`config.mk`:
```
export PLATFORM = sky130hd
export DESIGN_NAME = rgbyuv_front
export DESIGN_NICKNAME = d
export VERILOG_FILES = /design/src/hw/rtl/assert_macros.svh /design/src/hw/rtl/rgbyuv_pkg.sv /design/src/hw/rtl/rgbyuv_front.sv
export SDC_FILE = /design/constraint.sdc
export NUM_CORES = 1
export LEC_CHECK = 0
export BUFFER_PORTS_ARGS = -buffer_cell sky130_fd_sc_hd__buf_2
export CELL_PAD_IN_SITES_DETAIL_PLACEMENT = 1
export CELL_PAD_IN_SITES_GLOBAL_PLACEMENT = 1
export CORE_ASPECT_RATIO = 1.5
export CORE_MARGIN = 3
export CORE_UTILIZATION = 35
export CTS_CLUSTER_SIZE = 14
export DETAILED_ROUTE_END_ITERATION = 8
export GPL_TIMING_DRIVEN = 0
export HOLD_SLACK_MARGIN = 0.02
export PLACE_DENSITY_LB_ADDON = 0.1
export SLEW_MARGIN = 20
export SYNTH_ARGS = -nofsm -noshare
export SYNTH_HDL_FRONTEND = slang
export SYNTH_SLANG_ARGS = --single-unit
```
`constraint.sdc`:
```
create_clock -name clk -period 13.2 [get_ports clk]
set_input_delay 1.32 -clock clk [delete_from_list [all_inputs] [get_ports clk]]
set_output_delay 1.32 -clock clk [all_outputs]
set_load 0.005 [all_outputs]
```
`src/hw/rtl/assert_macros.svh`:
```
// ----------------------------------------------------------------------------
// Assertion macros
// Shared concurrent assertion forms, clocked on clk, disabled in reset.
// ----------------------------------------------------------------------------
`ifndef ASSERT_MACROS_SVH
`define ASSERT_MACROS_SVH

// Property must hold at every clock edge outside reset
`define RGBYUV_ASSERT(lbl, prop, msg) \
	lbl: assert property (@(posedge clk) disable iff (!arst_n) (prop)) else $error(msg);

// Condition must never be true at a clock edge outside reset
`define RGBYUV_NEVER(lbl, cond, msg) \
	`RGBYUV_ASSERT(lbl, !(cond), msg)

`endif

```
`src/hw/rtl/rgbyuv_pkg.sv`:
```
// ----------------------------------------------------------------------------
// rgbyuv_pkg
// Types, constants and helpers shared by the RGB to 4:2:0 YCbCr converter.
// ----------------------------------------------------------------------------
`timescale 1ns / 1ps
`default_nettype none

package rgbyuv_pkg;

	// Frame size limits
	localparam int MAX_WIDTH  = 2048;
	localparam int MAX_HEIGHT = 2048;

	// Size register field width, fixed by the register map
	localparam int SIZE_W = 12;

	// Counter widths: enough for the largest last index
	localparam int COL_W = $clog2(MAX_WIDTH);
	localparam int ROW_W = $clog2(MAX_HEIGHT);
	localparam int CNT_MAX_W = (COL_W > ROW_W) ? COL_W : ROW_W;
	localparam int CMP_W = ((CNT_MAX_W > SIZE_W) ? CNT_MAX_W : SIZE_W) + 1;

	// Half-width line buffer of pair sums
	localparam int LINE_DEPTH = MAX_WIDTH / 2;
	localparam int SLOT_W     = $clog2(LINE_DEPTH);
	localparam int PAIR_W     = 9;

	// Queue between front and back
	localparam int QUEUE_DEPTH = 4;

	// Configuration port
	localparam int CFG_IDX_W = 2;
	localparam logic [SIZE_W-1:0] WIDTH_RESET  = SIZE_W'(640);
	localparam logic [SIZE_W-1:0] HEIGHT_RESET = SIZE_W'(480);

	typedef enum logic [CFG_IDX_W-1:0] {
		REG_FRAME_WIDTH  = 2'd0,
		REG_FRAME_HEIGHT = 2'd1
	} cfg_reg_t;

	// One classified pixel, front to back
	typedef struct packed {
		logic [7:0]        luma;
		logic [7:0]        cb;
		logic [7:0]        cr;
		logic              col_odd;
		logic              row_odd;
		logic [SLOT_W-1:0] slot;
		logic              frame_end;
	} pix_item_t;

	// Clamp a size register to 2..max and round down to even
	function automatic logic [CMP_W-1:0] eff_size(input logic [SIZE_W-1:0] v,
			input logic [CMP_W-1:0] max_v);
		logic [CMP_W-1:0] s;
		s = CMP_W'(v);
		if (s < CMP_W'(2)) s = CMP_W'(2);
		if (s > max_v) s = max_v;
		s[0] = 1'b0;
		return s;
	endfunction

endpackage

`default_nettype wire

```
`src/hw/rtl/rgbyuv_front.sv`:
```
// ----------------------------------------------------------------------------
// rgbyuv_front
// Accepts pixels, holds the size registers and raster counters, computes
// per-pixel Y, Cb and Cr terms and tags each item with its 2x2 position.
// ----------------------------------------------------------------------------
`timescale 1ns / 1ps
`default_nettype none

module rgbyuv_front import rgbyuv_pkg::*; (
	input  wire logic                 clk,
	input  wire logic                 arst_n,
	// pixel input
	input  wire logic                 in_valid,
	output logic                      in_ready,
	input  wire logic [31:0]          pixel_argb,
	// configuration writes
	input  wire logic                 cfg_valid,
	output logic                      cfg_ready,
	input  wire logic [CFG_IDX_W-1:0] cfg_index,
	input  wire logic [SIZE_W-1:0]    cfg_data,
	// queue push side
	input  wire logic                 q_full,
	output logic                      q_push,
	output pix_item_t                 q_item
);

	logic [SIZE_W-1:0] width_q, height_q;
	logic [COL_W-1:0]  col_q;
	logic [ROW_W-1:0]  row_q;

	logic [CMP_W-1:0]  eff_w, eff_h;
	logic              col_wrap, row_wrap;

	logic [7:0]  r, g, b;
	logic [15:0] y_sum, cb_sum, cr_sum;

	assign cfg_ready = 1'b1;
	assign in_ready  = !q_full;
	assign q_push    = in_valid && in_ready;

	// Size registers
	always_ff @(posedge clk or negedge arst_n) begin
		if (!arst_n) begin
			width_q  <= WIDTH_RESET;
			height_q <= HEIGHT_RESET;
		end else if (cfg_valid && cfg_ready) begin
			unique case (cfg_index)
				REG_FRAME_WIDTH:  width_q  <= cfg_data;
				REG_FRAME_HEIGHT: height_q <= cfg_data;
				default: ;
			endcase
		end
	end

	assign eff_w = eff_size(width_q, CMP_W'(MAX_WIDTH));
	assign eff_h = eff_size(height_q, CMP_W'(MAX_HEIGHT));

	// Wrap when the next index reaches the size; also catches counters past it
	assign col_wrap = (CMP_W'(col_q) + CMP_W'(1)) >= eff_w;
	assign row_wrap = (CMP_W'(row_q) + CMP_W'(1)) >= eff_h;

	// Raster counters
	always_ff @(posedge clk or negedge arst_n) begin
		if (!arst_n) begin
			col_q <= '0;
			row_q <= '0;
		end else if (q_push) begin
			if (col_wrap) begin
				col_q <= '0;
				row_q <= row_wrap ? '0 : row_q + ROW_W'(1);
			end else begin
				col_q <= col_q + COL_W'(1);
			end
		end
	end

	// Color terms; offsets fold in the rounding and the +128 chroma bias,
	// and the true values stay in 0..65535 so 16-bit wraparound is exact
	assign r = pixel_argb[23:16];
	assign g = pixel_argb[15:8];
	assign b = pixel_argb[7:0];

	assign y_sum  = 16'd128 + 16'(r) * 16'd66 + 16'(g) * 16'd129 + 16'(b) * 16'd25;
	assign cb_sum = 16'd32896 + 16'(b) * 16'd112 - 16'(r) * 16'd38 - 16'(g) * 16'd74;
	assign cr_sum = 16'd32896 + 16'(r) * 16'd112 - 16'(g) * 16'd94 - 16'(b) * 16'd18;

	always_comb begin
		q_item.luma      = y_sum[15:8] + 8'd16;
		q_item.cb        = cb_sum[15:8];
		q_item.cr        = cr_sum[15:8];
		q_item.col_odd   = col_q[0];
		q_item.row_odd   = row_q[0];
		q_item.slot      = col_q[COL_W-1:1];
		q_item.frame_end = col_wrap && row_wrap;
	end

endmodule

`default_nettype wire

```
After elaboration in Yosys (flattened, before gate mapping)
Cells that the tools add are included.
W data, S select, Z words.
{"block": "word_totals", "ff_bits": 46, "in_bits": 51, "output_inout_bits": 40}
{"block": "classes", "addsub": 14, "multipliers": 9, "order_cmp": 6, "eq_ne": 1, "n_mux": 6, "reduce_logical": 7}
{"cell": "$mul A8 B6 Y14 const B", "n": 3}
{"cell": "$add A16 B15 Y16 const A", "n": 2}
{"cell": "$sub A16 B15 Y16", "n": 2}
{"cell": "$ge A12 B13 Y1", "n": 2}
{"cell": "$gt A13 B12 Y1 const B", "n": 2}
{"cell": "$mul A8 B5 Y13 const B", "n": 2}
{"cell": "$mux W13", "n": 2}
{"cell": "$add A11 B1 Y12 const B", "n": 2}
{"cell": "$lt A12 B2 Y1 const B", "n": 2}
{"cell": "$mux W12", "n": 2}
{"cell": "$add A11 B1 Y11 const B", "n": 2}
{"cell": "$mul A8 B3 Y11 const B", "n": 2}
{"cell": "$mux W11", "n": 2}
{"cell": "$add A16 B13 Y16", "n": 1}
{"cell": "$add A16 B16 Y16", "n": 1}
{"cell": "$add A8 B15 Y16 const A", "n": 1}
{"cell": "$mul A8 B8 Y16 const B", "n": 1}
{"cell": "$sub A16 B13 Y16", "n": 1}
{"cell": "$sub A16 B14 Y16", "n": 1}
{"cell": "$mul A8 B4 Y12 const B", "n": 1}
{"cell": "$add A8 B5 Y8 const B", "n": 1}
{"cell": "$reduce_and A2 Y1", "n": 3}
{"cell": "$eq A2 B1 Y1 const B", "n": 1}
{"cell": "$logic_and A1 B1 Y1", "n": 2}
{"cell": "2 further kinds", "n": 2}

Depth between registers and ports, before layout
{"block": "depth", "depth_word": 6, "mapped_depth": 24}

Least setup slack after synthesis
Ideal clock, no wire load.
{"block": "synth_timing", "path_type": "in2out", "startpoint": "in pixel_argb[18]", "endpoint": "out q_item[36] in the netlist's numbering", "arrival_time_ps": 6499, "required_time_ps": 11880, "setup_slack_ps": 5381, "stages": 23, "path_cell_list": "ha_1 ha_1 ha_1 inv_1 fa_1 inv_1 fa_1 inv_1 fa_1 inv_1 fa_1 inv_1 fa_1 inv_1 ha_1 a21oi_1 o21ai_0 a21oi_1 o21ai_1 xor2_1 a32oi_1 a2bb2oi_1 xnor2_1"}
{"element": "start, declared", "line": "rgbyuv_front.sv:15", "text": "input wire logic [31:0] pixel_argb,"}
{"element": "end, declared", "line": "rgbyuv_front.sv:24", "text": "output pix_item_t q_item"}

==> impl_metrics.csv <==
group,metric,value,unit
synth,synth_nets,1455,
finish,fin_nets,1543,
setup_path,end_kind,"output pin",
routing,drc,0,
timing,rsz0062_at_grt,"false",
synth,ys_types,65,
synth,netlist_instances,1066,
min_path,hold-path-cell-count,1,
global_routing,grt_pass1_wl,42800,um
routing,routedWlPerCell,17.2,um
die,fp-row-count,74,
global_routing,overflow,0,
placed_design,gp_congestion,0.788,
global_routing,grt_antenna_before_repair,0,
min_path,min_to,"height_q[0]$_DFFE_PN0P_",
routing,ant_nets,0,
cts,cts_max_level,2,
run,drv_cap,0,
setup_path,timing.rr.start,"col_q[0]$_DFFE_PN0P_",
timing,timing.final.crit_share,65.8,%
timing,fin_worst_skew,0.00633,ns
routing,drt-total-wl,25800,um
finish,syn2layout_area_growth,10.2,%
die,die_w,143,um
setup_path,r2r-end,"row_q[5]$_DFFE_PN0P_",
cts,post-cts-setup-buffer-count,0,
synth,synth_flop_cell,"dfrtp_1",
setup_path,crit_type,"primary input to output pin",
synth,ys_warn_count,0,
setup_path,crit_start,"pixel_argb[23]",
timing,max-slew-margin-rel,43.6,%
setup_path,timing.reg2reg.setup_slack,9.63,ns
synth,synth-seq-cells,46,
cts,cts-root-buf,"clkbuf_16",
setup_path,path_max_fanout,11,
cts,cts_sinks,46,
timing,setup_ws,4.51,ns
routing,vias,7608,
timing,hold_viol_final,0,
cts,clockBufferDepth,2,
synth,synth_edf_count,0,
routing,viasPerCell,5.08,
synth,syn-cell-area,9860,sq um
timing,max_freq,115,MHz
finish,antenna_cells,0,
setup_path,r2r.worst_path.cells,12,
finish,drive_gt1_share,10.4,%
synth,yosysSeqAreaShare,11.8,%
routing,first_iter_violations,157,
die,die_h,212,um
timing,setup_viol_count_final,0,
power,power.density,244,nW/um^2
power,leakage,5.99,nW
timing,finalCriticalPeriod,8.69,ns
placed_design,hpwl,22100,um
cts,cts_hold_buf,0,
placed_design,port-buffer-count,81,
power,power,0.00265,W
placed_design,dp_slack,4.40,ns
cts,cts_buffers,5,
die,dieArea,30300,sq um
min_path,min_from,"height_q[0]$_DFFE_PN0P_",
cts,path_clk_slew,0.06,ns
timing,tns,0,ns
setup_path,cp-start-kind,"primary input",
cts,cts_tree,"built",
die,io_pins,91,
power,ir_drop,117,uV
routing,dr.pass1.iters,4,
cts,ctsResizeCount,0,
timing,worstMarginPinSlew,0.840,ns
global_routing,grt_max_degree,47,
run_status,status,"complete, no violations",
setup_path,required,11.88,ns
die,start_util,35.8,%
min_path,hp-class,"flip-flop to flip-flop",
synth,ys_async_sr_fraction,100,%
global_routing,grt_usage,18.0,%
synth,avgSynthCellArea,9.25,sq um
cts,insertion_delay,0.30,ns
setup_path,crit_arrival,7.37,ns
timing,slew_violations,0,
global_routing,first_global_vias,8532,
die,core-area,27500,sq um
-- cell usage in the layout, fill, tap and decap left out, drive strengths merged, types with 3 or more instances in the layout --
cell type	count
nor2	34
xor2	25
a21oi	58
o21ai	30
ha	251
nor3	12
nand3	19
a211oi	4
o21bai	22
a21boi	3
dfrtp	40
nor2b	9
dfstp	6
clkinv	3
o31ai	4
nand2b	4
mux2	22
xnor2	57
a21o	23
buf	85
and2	3
fa	87
nor4	6
nand3b	3
a22o	9
nand2	58
inv	224
a31oi	4
and3	7
clkbuf	9
o21a	4
-- synth_stat cells, types with 3 or more instances --
library cell	n	area share [%]
a211oi_1	4	0.30
a21o_1	22	1.7
a21oi_1	58	2.9
a22o_1	9	0.80
a31oi_1	3	0.19
and2_1	3	0.19
and3_1	7	0.44
clkbuf_1	4	0.15
dfrtp_1	40	10
dfstp_2	6	1.6
fa_1	87	18
ha_1	251	32
inv_1	223	8.5
mux2_1	6	0.69
mux2_2	16	1.8
nand2_1	58	2.2
nand2b_1	4	0.25
nand3_1	19	0.96
nand3b_1	3	0.23
nor2_1	33	1.3
nor2b_1	9	0.57
nor3_1	12	0.61
nor4_1	6	0.38
o21a_1	4	0.30
o21ai_0	6	0.30
o21ai_1	24	1.2
o21bai_1	22	1.7
o31ai_1	4	0.30
xnor2_1	57	5.1
xor2_1	25	2.2
-- cell type report --
cell class,instances,area [sq um]
clock buffers,5,125
flip-flops and latches,46,1160
fillers,3229,16600
plain buffers,8,38.8
well taps,342,428
clock inverters,3,40.0
multi-input cells,787,7810
repair buffers,81,408
inverters,225,845
-- per-stage QoR --
stage          hold WS [ns]  util [%]  cells  instance area [sq um]
6_report              0.510      39.5   1497                  10900
5_1_grt               0.532      39.5   1497                  10900
4_1_cts               0.512      39.5   1497                  10900
3_5_place_dp          0.498      38.9   1489                  10700
3_3_place_gp          0.499      38.9   1489                  10700
2_1_floorplan         0.480         -   1066                   9860
-- how the worst max path moves through the flow --
stage,endpoint,slack (ns),cells past startpoint
2_1_floorplan,q_item[36],5.38,23
3_3_place_gp,q_item[36],4.44,25
3_5_place_dp,q_item[36],4.40,25
4_1_cts,q_item[36],4.37,25
5_1_grt,q_item[36],4.14,25
6_report,q_item[36],4.51,25
-- state kept, by name, summed over array words and instances (netlist names) --
| register | cells |
|---|---|
| height_q | 12 |
| col_q | 11 |
| width_q | 12 |
| row_q | 11 |
-- where the power goes --
| group | leakage (nW) | switching (W) | internal, W |
|---|---|---|---|
| sequential | 0.577 | 0.0000285 | 0.000167 |
| combinational | 5.32 | 0.00124 | 0.00106 |
| clock | 0.0836 | 0.0000579 | 0.0000888 |
-- layer usage --
metal  track usage (%)  vias to the layer above  share of wire [%]
met4              4.39                        0                2.1
li1                  -                     3715                  -
met3              1.33                       20                2.0
met5                 0                        -                  0
met2              37.5                       83                 59
met1              18.8                     3790                 37
-- cell families (layout without fill, tap and decap cells) --
group                      count (synthesis)  count (layout)  synth area share (%)
DFF                                       46              46                  11.8
other                                      1               1                0.0380
muxes                                     23              23                  2.62
and+or+nand+nor                          166             166                  8.06
AOI/OAI and AO/OA                        177             177                  11.7
xor gates and xnor gates                  82              82                  7.29
buffers and inverters                    233             322                  8.96
adders and majority gates                338             338                  49.5
-- critical path, stage by stage --
cell	delay, ns
buf_2	0.28
ha_1	0.30
ha_1	0.29
ha_1	0.27
inv_1	0.04
fa_1	0.47
inv_1	0.05
fa_1	0.51
inv_1	0.05
fa_1	0.47
inv_1	0.05
fa_1	0.53
inv_1	0.05
fa_1	0.53
inv_1	0.05
ha_1	0.34
a21oi_1	0.16
o21ai_0	0.10
a21oi_1	0.37
o21ai_1	0.21
xor2_1	0.21
a32oi_1	0.22
a2bb2oi_1	0.21
xnor2_1	0.15
buf_2	0.14
Power figures use the tool's default switching activity.
