### config.mk
export PLATFORM = sky130hd
export DESIGN_NAME = rgbyuv_queue
export DESIGN_NICKNAME = d
export VERILOG_FILES = /design/src/hw/rtl/rgbyuv_pkg.sv /design/src/hw/rtl/rgbyuv_queue.sv
export VERILOG_INCLUDE_DIRS = /design/src /design/src/hw/rtl
export SDC_FILE = /design/constraint.sdc
export NUM_CORES = 1
export LEC_CHECK = 0
export BUFFER_PORTS_ARGS = -buffer_cell sky130_fd_sc_hd__buf_2
export CORE_ASPECT_RATIO = 0.6
export CORE_UTILIZATION = 50
export CTS_BUF_LIST = sky130_fd_sc_hd__clkbuf_8
export DETAILED_ROUTE_END_ITERATION = 7
export HOLD_SLACK_MARGIN = 0.05
export PLACE_DENSITY = 0.82
export SLEW_MARGIN = 10
export SYNTH_ARGS = -nofsm -noshare
export SYNTH_HDL_FRONTEND = slang
export SYNTH_SLANG_ARGS = --single-unit
### constraint.sdc
create_clock -name clk -period 4.1 [get_ports clk]
set_input_delay 0.205 -clock clk [delete_from_list [all_inputs] [get_ports clk]]
set_output_delay 0.205 -clock clk [all_outputs]
set_load 0.02 [all_outputs]
### src/hw/rtl/assert_macros.svh
// ----------------------------------------------------------------------------
// Assertion macros
// Shared concurrent assertion forms, clocked on clk, disabled in reset.
// ----------------------------------------------------------------------------
`ifndef ASSERT_MACROS_SVH
`define ASSERT_MACROS_SVH

// Property must hold at every clock edge outside reset
`define RGBYUV_ASSERT(lbl, prop, msg) \
	lbl: assert property (@(posedge clk) disable iff (!arst_n) (prop)) else $error(msg);

// Condition must never be true at a clock edge outside reset
`define RGBYUV_NEVER(lbl, cond, msg) \
	`RGBYUV_ASSERT(lbl, !(cond), msg)

`endif

### src/hw/rtl/rgbyuv_pkg.sv
// ----------------------------------------------------------------------------
// rgbyuv_pkg
// Types, constants and helpers shared by the RGB to 4:2:0 YCbCr converter.
// ----------------------------------------------------------------------------
`timescale 1ns / 1ps
`default_nettype none

package rgbyuv_pkg;

	// Frame size limits
	localparam int MAX_WIDTH  = 2048;
	localparam int MAX_HEIGHT = 2048;

	// Size register field width, fixed by the register map
	localparam int SIZE_W = 12;

	// Counter widths: enough for the largest last index
	localparam int COL_W = $clog2(MAX_WIDTH);
	localparam int ROW_W = $clog2(MAX_HEIGHT);
	localparam int CNT_MAX_W = (COL_W > ROW_W) ? COL_W : ROW_W;
	localparam int CMP_W = ((CNT_MAX_W > SIZE_W) ? CNT_MAX_W : SIZE_W) + 1;

	// Half-width line buffer of pair sums
	localparam int LINE_DEPTH = MAX_WIDTH / 2;
	localparam int SLOT_W     = $clog2(LINE_DEPTH);
	localparam int PAIR_W     = 9;

	// Queue between front and back
	localparam int QUEUE_DEPTH = 4;

	// Configuration port
	localparam int CFG_IDX_W = 2;
	localparam logic [SIZE_W-1:0] WIDTH_RESET  = SIZE_W'(640);
	localparam logic [SIZE_W-1:0] HEIGHT_RESET = SIZE_W'(480);

	typedef enum logic [CFG_IDX_W-1:0] {
		REG_FRAME_WIDTH  = 2'd0,
		REG_FRAME_HEIGHT = 2'd1
	} cfg_reg_t;

	// One classified pixel, front to back
	typedef struct packed {
		logic [7:0]        luma;
		logic [7:0]        cb;
		logic [7:0]        cr;
		logic              col_odd;
		logic              row_odd;
		logic [SLOT_W-1:0] slot;
		logic              frame_end;
	} pix_item_t;

	// Clamp a size register to 2..max and round down to even
	function automatic logic [CMP_W-1:0] eff_size(input logic [SIZE_W-1:0] v,
			input logic [CMP_W-1:0] max_v);
		logic [CMP_W-1:0] s;
		s = CMP_W'(v);
		if (s < CMP_W'(2)) s = CMP_W'(2);
		if (s > max_v) s = max_v;
		s[0] = 1'b0;
		return s;
	endfunction

endpackage

`default_nettype wire

### src/hw/rtl/rgbyuv_queue.sv
// ----------------------------------------------------------------------------
// rgbyuv_queue
// Short flop FIFO that decouples the front from the back.
// ----------------------------------------------------------------------------
`timescale 1ns / 1ps
`default_nettype none
`include "assert_macros.svh"

module rgbyuv_queue import rgbyuv_pkg::*; (
	input  wire logic      clk,
	input  wire logic      arst_n,
	input  wire logic      push,
	input  wire pix_item_t push_item,
	output logic           full,
	input  wire logic      pop,
	output logic           not_empty,
	output pix_item_t      head
);

	localparam int PTR_W = (QUEUE_DEPTH > 1) ? $clog2(QUEUE_DEPTH) : 1;
	localparam int CNT_W = $clog2(QUEUE_DEPTH + 1);

	pix_item_t          slots_q [QUEUE_DEPTH];
	logic [PTR_W-1:0]   wr_ptr_q, rd_ptr_q;
	logic [CNT_W-1:0]   count_q;

	assign full      = count_q == CNT_W'(QUEUE_DEPTH);
	assign not_empty = count_q != '0;
	assign head      = slots_q[rd_ptr_q];

	// Storage
	always_ff @(posedge clk) begin
		if (push) slots_q[wr_ptr_q] <= push_item;
	end

	// Pointers and fill count
	always_ff @(posedge clk or negedge arst_n) begin
		if (!arst_n) begin
			wr_ptr_q <= '0;
			rd_ptr_q <= '0;
			count_q  <= '0;
		end else begin
			if (push)
				wr_ptr_q <= (wr_ptr_q == PTR_W'(QUEUE_DEPTH - 1)) ? '0 : wr_ptr_q + PTR_W'(1);
			if (pop)
				rd_ptr_q <= (rd_ptr_q == PTR_W'(QUEUE_DEPTH - 1)) ? '0 : rd_ptr_q + PTR_W'(1);
			if (push && !pop)
				count_q <= count_q + CNT_W'(1);
			else if (pop && !push)
				count_q <= count_q - CNT_W'(1);
		end
	end

	`RGBYUV_NEVER(a_push_when_full, push && full, "queue push while full")
	`RGBYUV_NEVER(a_pop_when_empty, pop && !not_empty, "queue pop while empty")
	`RGBYUV_ASSERT(a_count_up, (push && !pop) |=> (count_q == $past(count_q) + CNT_W'(1)), "queue count did not rise on push")
	`RGBYUV_ASSERT(a_count_bound, count_q <= CNT_W'(QUEUE_DEPTH), "queue count beyond depth")

endmodule

`default_nettype wire

# ---- Yosys cells after proc, flatten, opt, wreduce, memory -nomap -nowiden
# Memories as Yosys holds them, arrays and structs flattened.
# Cells that the tools add are included.
dict set report totals {
  out_inout_bits 39
  elab_cells 23
  n_memories 1
  mem_bits_rw 148
  in_bits 41
  register_bits 7
}
dict set report op_classes {
  n_eq_ne 3
  add_sub_neg 4
  n_reduce_logical 6
  muxes 6
}
# name depth width read_ports rd_ports_with_merged_regs wr line_no
set mem_list {}
lappend mem_list {slots_q 4 37 1 0 1 rgbyuv_queue.sv:23} ;# pix_item_t slots_q [QUEUE_DEPTH];
# op count
set op_table {}
lappend op_table {{$mux 3} 2}
lappend op_table {{$add 2x1->2 const B} 2}
lappend op_table {{$eq 2x2->1 const B} 2}
lappend op_table {{$mux 2} 2}
lappend op_table {{$add 3x1->3 const B} 1}
lappend op_table {{$eq 3x3->1 const B} 1}
lappend op_table {{$reduce_bool 3->1} 1}
lappend op_table {{$sub 3x1->3 const B} 1}
lappend op_table {{$logic_and 1x1->1} 2}
lappend op_table {{$logic_not 1->1} 2}
lappend op_table {{$mux 1} 2}
lappend op_table {{$reduce_bool 2->1} 1}

# ---- Longest topological paths before layout
# Gate-level depths: netlist (run 1).
dict set report depth {
  word_depth 4
  depth_mapped 7
  depth_no_buf 7
}

# ---- Worst setup path before layout (run 1)
# No wires, ideal clock.
dict set report synth_path {
  kind {register -> register}
  from {register wr_ptr_q[0]}
  to {memory slots_q[2][0] (netlist bit) (enable)}
  t_arrival_ns 1.525
  synth_period_minus_slack_ns 1.923
  setup_time_ns 0.398
  slack_ns 2.177
  t_required_ns 3.702
  path_buffers 0
  stages_incl_launch_ff 4
  path_cell_list {dfrtp_1 -> inv_1 -> ha_1 -> and2_1}
}
# item line_no
set synth_lines {}
lappend synth_lines {{start: declaration} rgbyuv_queue.sv:24} ;# logic [PTR_W-1:0] wr_ptr_q, rd_ptr_q;
lappend synth_lines {{start signal: assignment} rgbyuv_queue.sv:44} ;# wr_ptr_q <= (wr_ptr_q == PTR_W'(QUEUE_DEPTH - 1)) ? '0 : wr_ptr_q + PTR_W'(1);
lappend synth_lines {{end: declaration} rgbyuv_queue.sv:23}
# Straight into the memory's write port.

==> key figures, run 1 <==
Outcome
  • Status: complete, no violations

STA
  • Final min period: 2.45 ns
  • Slew headroom: 31.7%
  • Clock skew: 0.0104 ns
  • Setup TNS: 0 ns
  • Worst-margin pin slew: 1.02 ns
  • Final max-slew violation count: 0
  • Final worst path period share: 59.8%
  • # setup viols final: 0
  • Fin worst setup slack: 1.65 ns
  • RSZ-0062 raised after global routing: false
  • F_max: 408 MHz
  • Final hold violation count: 0

Finish
  • Layout area overhead: 24.3%
  • # diodes: 0
  • Nets: 410
  • Final Cell Area: 7150 um^2
  • Fillers: 730
  • Layout cell share with drive strength beyond 1: 41.6%

Yosys
  • Ys async rst share: 4.52%
  • Synth area leader: edfxtp_1
  • Flop and latch count out of synthesis: 155
  • Cell with the most instances after synthesis: edfxtp_1
  • Mapped Avg Cell Area: 25.0 um^2
  • Most common library cells after synthesis: edfxtp_1 (148), mux4_2 (37), dfrtp_1 (7)
  • Seq/Total Area, Yosys: 80.4%
  • Post-synthesis cell type count: 19
  • Post-synth net total: 278
  • Dominant cells by area after synthesis: edfxtp_1 (77%), mux4_2 (15%), dfrtp_1 (3.0%)
  • Top cell type's share of synthesized area: 77.3%
  • Synthesized area: 5750 um^2
  • Synthesized instance count: 230
  • Yosys Warn Count: 0
  • EDFF count, synth: 148
  • Main synth FF type: edfxtp_1

Clock network
  • Clk_lat worst skew: 0.43 ns
  • Inserted Clock Buffers: 17
  • Clock Pin Slew Worst Setup and Hold Paths: 0.08 ns
  • CTS Sinks: 155
  • H-tree depth: 4
  • Root Buffer: clkbuf_8
  • CTS tree: done
  • Deepest clock path buffer count: 2

GRT
  • Pin count of the biggest net entering global routing: 40
  • GRT busiest layer: met2
  • First-pass GRT wire length: 15400 um
  • GRT overflow: 0
  • Met3 usage: 5.53%
  • Initial antenna violation count: 0
  • GRT Overall Usage: 18.3%
  • GR Util met1: 24.0%
  • Number of global-route vias before repair: 2937
  • M2 GR Usage: 29.4%

Drt
  • Final wirelength: 9990 um
  • DRC: 0
  • Pre-antenna DRT Iters: 4
  • Iter 0 DRT Violations: 153
  • DR vias/cell: 5.39
  • Via count: 2773
  • Routed length per instance: 19.4 um
  • Routed Antenna Nets: 0

Worst setup path
  • CP max stage delay: 0.67 ns
  • Worst path cell trace: buf_4 > mux4_2 > buf_2
  • Crit path DAT: 2.25 ns
  • CP max stage cell: dfrtp_2
  • Worst Path Required: 3.89 ns
  • Crit-path leading delay family: flip-flops
  • Worst path bufs/invs: 2
  • CP Max Fanout: 16
  • Worst setup SP type: register
  • CP endpoint kind: output port
  • Critical path class: reg2out

Floorplan
  • Cell Rows: 29
  • IO Count: 80
  • Chip Width: 140 um
  • Die footprint: 11900 um^2
  • Core area: 10900 um^2
  • Starting density of the core: 52.8%
  • Die Y: 85.0 um

Power and ir drop
  • P_leak: 2.52 nW
  • Pwr per Cell Area: 693 nW/um^2
  • Maximum vdd drop: 0.441 mV

Placement
  • HPWL Detailed: 5670 um
  • Input/output buffers: 79
  • Cell Area, Placed: 6280 um^2
  • Pre-CTS setup slack: 2.08 ns
  • Placer Congestion: 0.714

Worst hold path
  • Hold crit path type: in2async

Run
  • Max cap viols: 0
==> stage by stage <==
stage	util, %	total power [mW]	hold slack [ns]	std cells
floorplan	-	3.23	-0.0906	230
global placement	57.7	3.63	0.0467	442
detailed placement	57.7	3.67	0.0451	442
CTS	65.6	5.00	0.107	514
global route	65.6	5.17	0.122	514
finish	65.6	4.95	0.126	514
==> flip-flops by register name, summed over array words and instances (netlist names) <==
signal	count
wr_ptr_q	2
rd_ptr_q	2
slots_q	148
count_q	3
==> placed cells by master, fill, tap and decap left out <==
cell type / count
ha_1: 6
clkinv_2: 4
dlygate4sd3_1: 40
edfxtp_1: 148
xnor2_1: 1
buf_4: 2
dfrtp_2: 2
mux2_2: 3
o21ai_0: 2
buf_2: 79
and2_2: 4
nand2_1: 2
inv_1: 5
nor3b_1: 1
dfrtp_1: 5
clkinv_1: 2
or3_1: 1
clkinv_4: 2
mux4_2: 37
fa_1: 1
xor2_1: 2
clkbuf_8: 17
bufinv_16: 6
nor2_1: 3
==> cell type report <==
class	count	area [um^2]	area share, %
clock inverters	15	229	3.20
multi-input cells	63	1060	14.8
clock buffers	17	234	3.27
well taps	139	174	2.43
flip-flops and latches	155	4620	64.7
repair buffers	121	811	11.3
inverters	4	15.0	0.210
==> routing by layer <==
metal  vias up  wire, um
met5         -         0
met4         0       104
met1      1442      4550
li1       1230         -
met3        10       477
met2        91      4860
==> path summary, 6_finish.rpt <==
kind,startpoint,end,slack [ns],depth (start not counted)
setup / recovery,rd_ptr_q[0],head[12],1.65,3
hold / removal,arst_n,count_q[0],0.13,2
setup reg to reg,wr_ptr_q[0],slots_q[0][7],2.22,3
hold reg to reg,count_q[2],count_q[2],0.49,1
max in group asynchronous,arst_n,rd_ptr_q[1],3.80,2
min in group clk,count_q[2],count_q[2],0.49,1
==> cell families (layout without fill, tap and decap cells) <==
logic type,after synthesis,count (layout),synth area share [%]
AO/OA/AOI/OAI,2,2,0.174
XOR/XNOR,3,3,0.457
adder cells (fa/ha/maj),7,7,1.65
buffers and inverters,12,157,1.24
flip-flops,155,155,80.4
multiplexers,40,40,15.1
AND/OR/NAND/NOR,11,11,1.00
==> power by group <==
part	leakage (nW)	switching [mW]	internal, mW	total [mW]
combinational	0.843	0.767	0.636	1.40
clock	0.239	0.536	0.777	1.31
sequential	1.44	0.194	2.04	2.23
==> worst register-to-register path: stages (launching register included) <==
cell     delay [ns]
dfrtp_1        0.42
inv_1          0.11
ha_1           0.14
and2_2         0.81
==> repair_timing <==
action,4_1_cts,5_1_grt
hold endpoints to repair,158,0
hold buffers,40,0
setup buffers,0,0
gates resized for setup,0,0
Power figures use the tool's default switching activity.
==> run 2: changes to the inputs <==
==> constraint.sdc (replaced) <==
create_clock -name clk -period 2.6 [get_ports clk]
set_input_delay 0.13 -clock clk [delete_from_list [all_inputs] [get_ports clk]]
set_output_delay 0.13 -clock clk [all_outputs]
set_load 0.02 [all_outputs]
==> run 2 against run 1 <==
  * Sequential power increased by 55%
  * Clock skew is 0.0022 ns lower
  * Combinational power rose by 69%
  * Wire length is 3.3% higher
  * Final area shrank 0.30%
  * Final cell count up 0.58%
  * Worst hold slack improved by 0.32 ns
  * Non-clock buffer count increased by 6
  * Via count about the same
  * Worst setup slack got worse by 1.3 ns
  * Sequential share of layout area up 0.19 points
==> key figures, run 2 (same netlist as run 1, synthesis figures left out) <==
Drt
  • Final wirelength: 10300 um (was 9990 um)
  • Pre-antenna DRT Iters: 4 (unchanged)
  • Iter 0 DRT Violations: 188 (was 153)
  • DRC: 0 (unchanged)
  • Routed Antenna Nets: 0 (unchanged)
  • Routed length per instance: 20.0 um (was 19.4 um)
  • DR vias/cell: 5.36 (was 5.39)
  • Via count: 2772 (was 2773)

Finish
  • Max reg flops: 148 (unchanged)
  • Layout cell share with drive strength beyond 1: 41.9% (was 41.6%)
  • Nets: 416 (was 410)
  • Non-Filler Instances: 517 (was 514)
  • Most frequent cells in the layout: edfxtp_1 (148), buf_2 (79), dlygate4sd3_1 (41) (was edfxtp_1 (148), buf_2 (79), dlygate4sd3_1 (40))
  • Layout area overhead: 24.0% (was 24.3%)
  • Biggest regs: slots_q (148), count_q (3) (unchanged)
  • Most common cell after layout, fill and taps aside: edfxtp_1 (unchanged)
  • Largest Register: slots_q (unchanged)

Clock network
  • Post-CTS sizing: 0 (unchanged)
  • CTS Sinks: 155 (unchanged)
  • Clock Pin Slew Worst Setup and Hold Paths: 0.08 ns (about the same)
  • CTS tree: done (unchanged)
  • H-tree depth: 4 (unchanged)
  • Inserted Clock Buffers: 17 (unchanged)
  • Deepest clock path buffer count: 2 (unchanged)
  • Post-CTS Repair Setup Buffers: 0 (unchanged)
  • Clk_lat worst skew: 0.43 ns (about the same)
  • Root Buffer: clkbuf_8 (unchanged)

STA
  • Clock skew: 0.00820 ns (was 0.0104 ns)
  • Worst-margin pin slew: 0.968 ns (was 1.02 ns)
  • Slew headroom: 35.4% (was 31.7%)
  • Setup TNS: 0 ns (unchanged)
  • # setup viols final: 0 (unchanged)
  • Final max-slew violation count: 0 (unchanged)
  • RSZ-0062 raised after global routing: false (unchanged)
  • Final min period: 2.23 ns
  • Final hold violation count: 0 (unchanged)
  • F_max: 448 MHz
  • Final worst path period share: 85.9%

Power and ir drop
  • P_leak: 2.51 nW (was 2.52 nW)
  • Comb power frac: 31.2% (was 28.3%)
  • Pwr per Cell Area: 1060 nW/um^2 (was 693 nW/um^2)
  • Sw Pwr: 2.38 mW (was 1.50 mW)
  • Maximum vdd drop: 0.583 mV (was 0.441 mV)
  • Clock power share: 22.9% (was 26.5%)
  • Sequential Power Share: 45.9% (was 45.1%)
  • Power Internal: 5.17 mW (was 3.45 mW)
  • Switching share of total power: 31.5% (was 30.2%)

Floorplan
  • IO Count: 80 (unchanged)
  • Core area: 10900 um^2 (unchanged)
  • Die Y: 85.0 um (unchanged)
  • Die footprint: 11900 um^2 (unchanged)
  • Chip Width: 140 um (unchanged)
  • Cell Rows: 29 (unchanged)
  • Starting density of the core: 52.8% (unchanged)

Worst setup path
  • Worst path cell trace: mux4_2 > buf_2 (was buf_4 > mux4_2 > buf_2)
  • CP max stage delay: 1.01 ns (was 0.67 ns)
  • Worst R2R End: rd_ptr_q[1] (was slots_q[0][7])
  • Origin of the critical flop-to-flop path: rd_ptr_q[1] (was wr_ptr_q[0])
  • Critical path class: reg2out (unchanged)
  • Crit-path leading delay family: flip-flops (unchanged)
  • Crit. Startpoint: rd_ptr_q[1] (was rd_ptr_q[0])
  • CP Max Fanout: 39 (was 16)
  • CP endpoint kind: output port (unchanged)
  • Worst setup SP type: register (unchanged)
  • R2R cell count: 2 (was 3)
  • R2R setup slack: 0.83 ns (was 2.22 ns)
  • CP max stage cell: dfrtp_2 (unchanged)
  • Worst Path Required: 2.47 ns (was 3.89 ns)
  • Worst path bufs/invs: 1 (was 2)
  • Crit path DAT: 2.10 ns (was 2.25 ns)

GRT
  • Number of global-route vias before repair: 2963 (was 2937)
  • Pin count of the biggest net entering global routing: 40 (unchanged)
  • First-pass GRT wire length: 15900 um (was 15400 um)
  • Initial antenna violation count: 1 (was 0)
  • GRT overflow: 0 (unchanged)
  • GRT Overall Usage: 18.9% (was 18.3%)

Worst hold path
  • Hold depth: 2
  • Hold crit path type: in2reg (was in2async)
  • Worst Hold End: slots_q[3][19]
  • Hold Crit Start: push_item[19]

Placement
  • HPWL Detailed: 6000 um (was 5670 um)
  • Cells after DPL: 447 (was 442)
  • Input/output buffers: 79 (unchanged)
  • Placer Congestion: 0.768 (was 0.714)

Outcome
  • Status: complete, no violations (unchanged)

Run
  • Max cap viols: 0 (unchanged)
-- run 2: changes by cell type in the layout (fill, tap and decap cells not counted), sizes merged --
| cell | before | now |
|---|---|---|
| buf | 81 | 86 |
| clkinvlp | 0 | 2 |
| bufinv | 6 | 3 |
| diode | 0 | 1 |
| clkinv | 8 | 5 |
| dlygate4sd3 | 40 | 41 |
-- run 2: area by class of cell --
class	instances	area (um^2)
clock inverter	11	133
tap	139	174
antenna	1	2.50
clock buffer	17	234
multi-input combinational	63	1060
inverter	4	15.0
timing repair buffer	127	883
fill	714	3760
sequential	155	4620
-- run 2: per-layer routing --
layer	part of all wire (%)	wire, um	global-route usage (%)
met5	0	0	0
met1	46	4750	25.8
met3	6.4	662	5.53
met2	47	4860	29.6
met4	0.47	49	6.59
-- run 2: stage by stage --
stage	total power, mW	utilization (%)	area (um^2)	hold WS [ns]	worst slack (ns)
finish	7.54	65.4	7120	0.444	0.366
global route	7.88	65.4	7120	0.430	0.275
CTS	7.59	65.4	7120	0.416	0.338
detailed placement	5.84	58.3	6340	-0.0304	0.832
global placement	5.79	58.3	6340	-0.0289	0.856
floorplan	5.10	-	5750	-0.166	0.677
-- run 2: worst max path at each step --
stage,to,cells past startpoint
after floorplan,slots_q[2][0],3
after global placement,head[6],2
after detailed placement,rd_ptr_q[1],2
after CTS,head[21],2
after global routing,head[21],2
final,head[21],2
-- run 2: what timing repair did --
item,4_1_cts,5_1_grt
hold buffers,41,0
setup endpoints to repair,0,0
endpoints found under the hold margin,159,0
-- run 2: power groups by stage --
stage / combinational, mW / clock (mW) / sequential [mW]
floorplan: 1.74 / 0 / 3.36
global placement: 2.30 / 0 / 3.49
detailed placement: 2.32 / 0 / 3.51
CTS: 2.38 / 1.75 / 3.46
global route: 2.51 / 1.86 / 3.51
finish: 2.36 / 1.72 / 3.46
==> run 3: changes to the inputs <==
--- a/config.mk
+++ b/config.mk
@@ -6,13 +6,14 @@
 export SDC_FILE = /design/constraint.sdc
 export NUM_CORES = 1
 export LEC_CHECK = 0
+export ABC_AREA = 1
 export BUFFER_PORTS_ARGS = -buffer_cell sky130_fd_sc_hd__buf_2
 export CORE_ASPECT_RATIO = 0.6
 export CORE_UTILIZATION = 50
 export CTS_BUF_LIST = sky130_fd_sc_hd__clkbuf_8
 export DETAILED_ROUTE_END_ITERATION = 7
 export HOLD_SLACK_MARGIN = 0.05
-export PLACE_DENSITY = 0.82
+export PLACE_DENSITY = 0.81
 export SLEW_MARGIN = 10
 export SYNTH_ARGS = -nofsm -noshare
 export SYNTH_HDL_FRONTEND = slang
==> run 3 against run 2 <==
  * Via count is 40% higher
  * Non-clock buffer count grew 6
  * Clock-buffer cell count did not move
  * Power increased by 4.8%
  * Synthesized area increased by 10%
  * Critical path depth up 4
  * Synthesized cell count rose by 110%
  * Die area rose by 10%
  * Flip-flop and latch count is the same
  * Clock power about the same
  * Wire length increased by 17%
==> key figures, run 3 <==
Finish
  • Register area: 4620 um^2 (about the same)
  • Biggest regs: slots_q (148), count_q (3) (unchanged)
  • Final Cell Area: 7670 um^2 (was 7120 um^2)
  • Most common cell after layout, fill and taps aside: edfxtp_1 (unchanged)
  • Most frequent cells in the layout: edfxtp_1 (148), nand2_1 (127), inv_1 (85) (was edfxtp_1 (148), buf_2 (79), dlygate4sd3_1 (41))
  • Fillers: 947 (was 714)
  • Nets: 661 (was 416)
  • Footprint of the multi-input gates: 1190 um^2 (was 1060 um^2)
  • Final Util: 62.8% (was 65.4%)
  • # diodes: 0 (was 1)
  • Layout cell share with drive strength beyond 1: 19.6% (was 41.9%)
  • Non-Filler Instances: 789 (was 517)
  • Largest Register: slots_q (unchanged)
  • Layout area overhead: 21.1% (was 24.0%)
  • Max reg flops: 148 (unchanged)

Yosys
  • Dominant cells by area after synthesis: edfxtp_1 (70%), o211ai_1 (8.7%), nand2_1 (7.5%) (was edfxtp_1 (77%), mux4_2 (15%), dfrtp_1 (3.0%))
  • Yosys Warn Count: 0 (unchanged)
  • Most common library cells after synthesis: edfxtp_1 (148), nand2_1 (127), inv_1 (86) (was edfxtp_1 (148), mux4_2 (37), dfrtp_1 (7))
  • EDFF count, synth: 148 (unchanged)
  • Post-synth net total: 533 (was 278)
  • Cell with the most instances after synthesis: edfxtp_1 (unchanged)
  • Synth area leader: edfxtp_1 (unchanged)
  • Flop and latch count out of synthesis: 155 (unchanged)
  • Synthesized area: 6330 um^2 (was 5750 um^2)
  • Seq/Total Area, Yosys: 72.9% (was 80.4%)
  • Ys async rst share: 4.52% (unchanged)
  • Top cell type's share of synthesized area: 70.2% (was 77.3%)
  • Main synth FF type: edfxtp_1 (unchanged)
  • Post-synthesis cell type count: 18 (was 19)
  • Mapped Avg Cell Area: 13.1 um^2 (was 25.0 um^2)
  • Synthesized instance count: 485 (was 230)

Floorplan
  • Core area: 12200 um^2 (was 10900 um^2)
  • Die Y: 89.2 um (was 85.0 um)
  • IO Count: 80 (unchanged)
  • Cell Rows: 31 (was 29)
  • Starting density of the core: 51.8% (was 52.8%)
  • Die footprint: 13100 um^2 (was 11900 um^2)
  • Chip Width: 147 um (was 140 um)

Drt
  • Routed length per instance: 15.3 um (was 20.0 um)
  • DRC: 0 (unchanged)
  • DR vias/cell: 4.92 (was 5.36)
  • Final wirelength: 12000 um (was 10300 um)
  • Via count: 3883 (was 2772)
  • Pre-antenna DRT Iters: 4 (unchanged)
  • Routed Antenna Nets: 0 (unchanged)
  • Iter 0 DRT Violations: 233 (was 188)

Worst setup path
  • Worst path cell trace: inv_4 > buf_4 > nand2_1 > o211ai_1 > nand2_1 > buf_2 (was mux4_2 > buf_2)
  • CP max stage cell: dfrtp_1 (was dfrtp_2)
  • Worst R2R End: slots_q[0][7] (was rd_ptr_q[1])
  • R2R setup slack: 0.90 ns (was 0.83 ns)
  • CP max stage delay: 0.43 ns (was 1.01 ns)
  • CP Max Fanout: 52 (was 39)
  • Most used cell, CP: nand2_1
  • Origin of the critical flop-to-flop path: wr_ptr_q[0] (was rd_ptr_q[1])
  • Critical path class: reg2out (unchanged)
  • Worst Path Required: 2.47 ns (about the same)
  • R2R cell count: 5 (was 2)
  • CP endpoint kind: output port (unchanged)
  • Crit-path leading delay family: buffers and inverters (was flip-flops)
  • Worst setup SP type: register (unchanged)
  • Crit path DAT: 2.10 ns (about the same)
  • Worst path bufs/invs: 3 (was 1)

Worst hold path
  • Hold crit path type: in2reg (unchanged)
  • Hold Crit Start: push_item[4] (was push_item[19])
  • Hold depth: 2 (unchanged)
  • Worst Hold End: slots_q[1][4] (was slots_q[3][19])

STA
  • F_max: 449 MHz (was 448 MHz)
  • RSZ-0062 raised after global routing: false (unchanged)
  • Slew headroom: 62.1% (was 35.4%)
  • Final min period: 2.23 ns (about the same)
  • # setup viols final: 0 (unchanged)
  • Final worst path period share: 85.8% (was 85.9%)
  • Final max-slew violation count: 0 (unchanged)
  • Final hold violation count: 0 (unchanged)
  • Clock skew: 0.0137 ns (was 0.00820 ns)
  • Worst-margin pin slew: 0.567 ns (was 0.968 ns)
  • Setup TNS: 0 ns (unchanged)

Power and ir drop
  • P_leak: 3.18 nW (was 2.51 nW)
  • Sw Pwr: 2.87 mW (was 2.38 mW)
  • Switching share of total power: 36.3% (was 31.5%)
  • Clock power share: 21.9% (was 22.9%)
  • Sequential Power Share: 42.2% (was 45.9%)
  • Power Internal: 5.04 mW (was 5.17 mW)
  • Pwr per Cell Area: 1030 nW/um^2 (was 1060 nW/um^2)
  • Maximum vdd drop: 0.546 mV (was 0.583 mV)
  • Comb power frac: 35.9% (was 31.2%)

Clock network
  • CTS Sinks: 155 (unchanged)
  • CTS tree: done (unchanged)
  • Root Buffer: clkbuf_8 (unchanged)
  • Inserted Clock Buffers: 17 (unchanged)
  • Post-CTS Repair Setup Buffers: 0 (unchanged)
  • Clock Pin Slew Worst Setup and Hold Paths: 0.08 ns (about the same)
  • H-tree depth: 4 (unchanged)
  • Clk_lat worst skew: 0.43 ns (about the same)
  • Deepest clock path buffer count: 2 (unchanged)

Placement
  • Cell Area, Placed: 6890 um^2 (was 6340 um^2)
  • Placer Congestion: 0.760 (was 0.768)
  • Cells after DPL: 718 (was 447)
  • Input/output buffers: 79 (unchanged)
  • HPWL Detailed: 7440 um (was 6000 um)

GRT
  • Number of global-route vias before repair: 3900 (was 2963)
  • First-pass GRT wire length: 19500 um (was 15900 um)
  • Pin count of the biggest net entering global routing: 53 (was 40)
  • GRT overflow: 0 (unchanged)
  • GRT Overall Usage: 20.1% (was 18.9%)
  • Initial antenna violation count: 0 (was 1)

Outcome
  • Status: complete, no violations (unchanged)

Run
  • Max cap viols: 0 (unchanged)
[run 3: changes by cell type after synthesis, sizes merged, moves of 2 or more]
| cell | before | now |
|---|---|---|
| and2 | 4 | 0 |
| o211ai | 0 | 74 |
| buf | 7 | 23 |
| mux4 | 37 | 0 |
| nand2 | 2 | 127 |
| mux2 | 3 | 0 |
| xor2 | 2 | 0 |
| o21ai | 2 | 4 |
| inv | 4 | 87 |
[run 3: final cells by class]
cell class / instances / area share (%)
Inverter: 87 / 4.29
Clock buffer: 17 / 3.05
Tap cell: 165 / 2.69
Clock inverter: 13 / 1.79
Multi-Input combinational cell: 219 / 15.5
Sequential cell: 155 / 60.2
Timing Repair Buffer: 133 / 12.4
[run 3: through the flow]
step / hold slack (ns) / setup slack, ns / total power [mW]
global placement: -0.0301 / 0.924 / 6.09
floorplan: -0.166 / 0.819 / 5.36
global route: 0.438 / 0.208 / 8.37
detailed placement: -0.0192 / 0.890 / 6.19
CTS: 0.413 / 0.393 / 7.96
finish: 0.449 / 0.370 / 7.91
[run 3: power by group through the flow]
stage / clock network [mW] / logic, mW / registers (mW)
3_5_place_dp: 0 / 2.80 / 3.39
3_3_place_gp: 0 / 2.73 / 3.37
4_1_cts: 1.76 / 2.87 / 3.33
6_report: 1.73 / 2.84 / 3.33
2_1_floorplan: 0 / 1.99 / 3.36
5_1_grt: 1.86 / 3.15 / 3.37
[run 3: repair_timing]
action                    in CTS  in global routing
hold buffers                  41                  0
hold endpoints to repair     159                  0
resized for setup              0                  0
[run 3: logic make-up (layout without fill, tap and decap cells)]
logic type               count (synthesis)  after routing  synth area share, %
flip-flops                             155            155                 72.9
XOR/XNOR                                 1              1                0.138
buffers and inverters                  111            250                 8.32
AND/OR/NAND/NOR                        133            133                 7.96
adder cells (fa/ha/maj)                  7              7                 1.50
AO/OA/AOI/OAI                           78             78                 9.16
[run 3: layer usage]
layer  share of wire (%)  track usage [%]
met1                  46             25.6
met4                0.72             7.03
met2                  49             34.5
met5                   0                0
met3                 3.8             4.59
[run 3: worst max-delay path by stage]
stage                     slack (ns)        endpoint  cells after the start   startpoint
after floorplan                 0.82   slots_q[2][0]                      4  wr_ptr_q[0]
after global routing            0.21        head[12]                      6  rd_ptr_q[0]
final                           0.37        head[12]                      6  rd_ptr_q[0]
after detailed placement        0.89        head[12]                      6  rd_ptr_q[0]
after CTS                       0.39        head[12]                      6  rd_ptr_q[0]
after global placement          0.92  slots_q[0][11]                      5  wr_ptr_q[0]
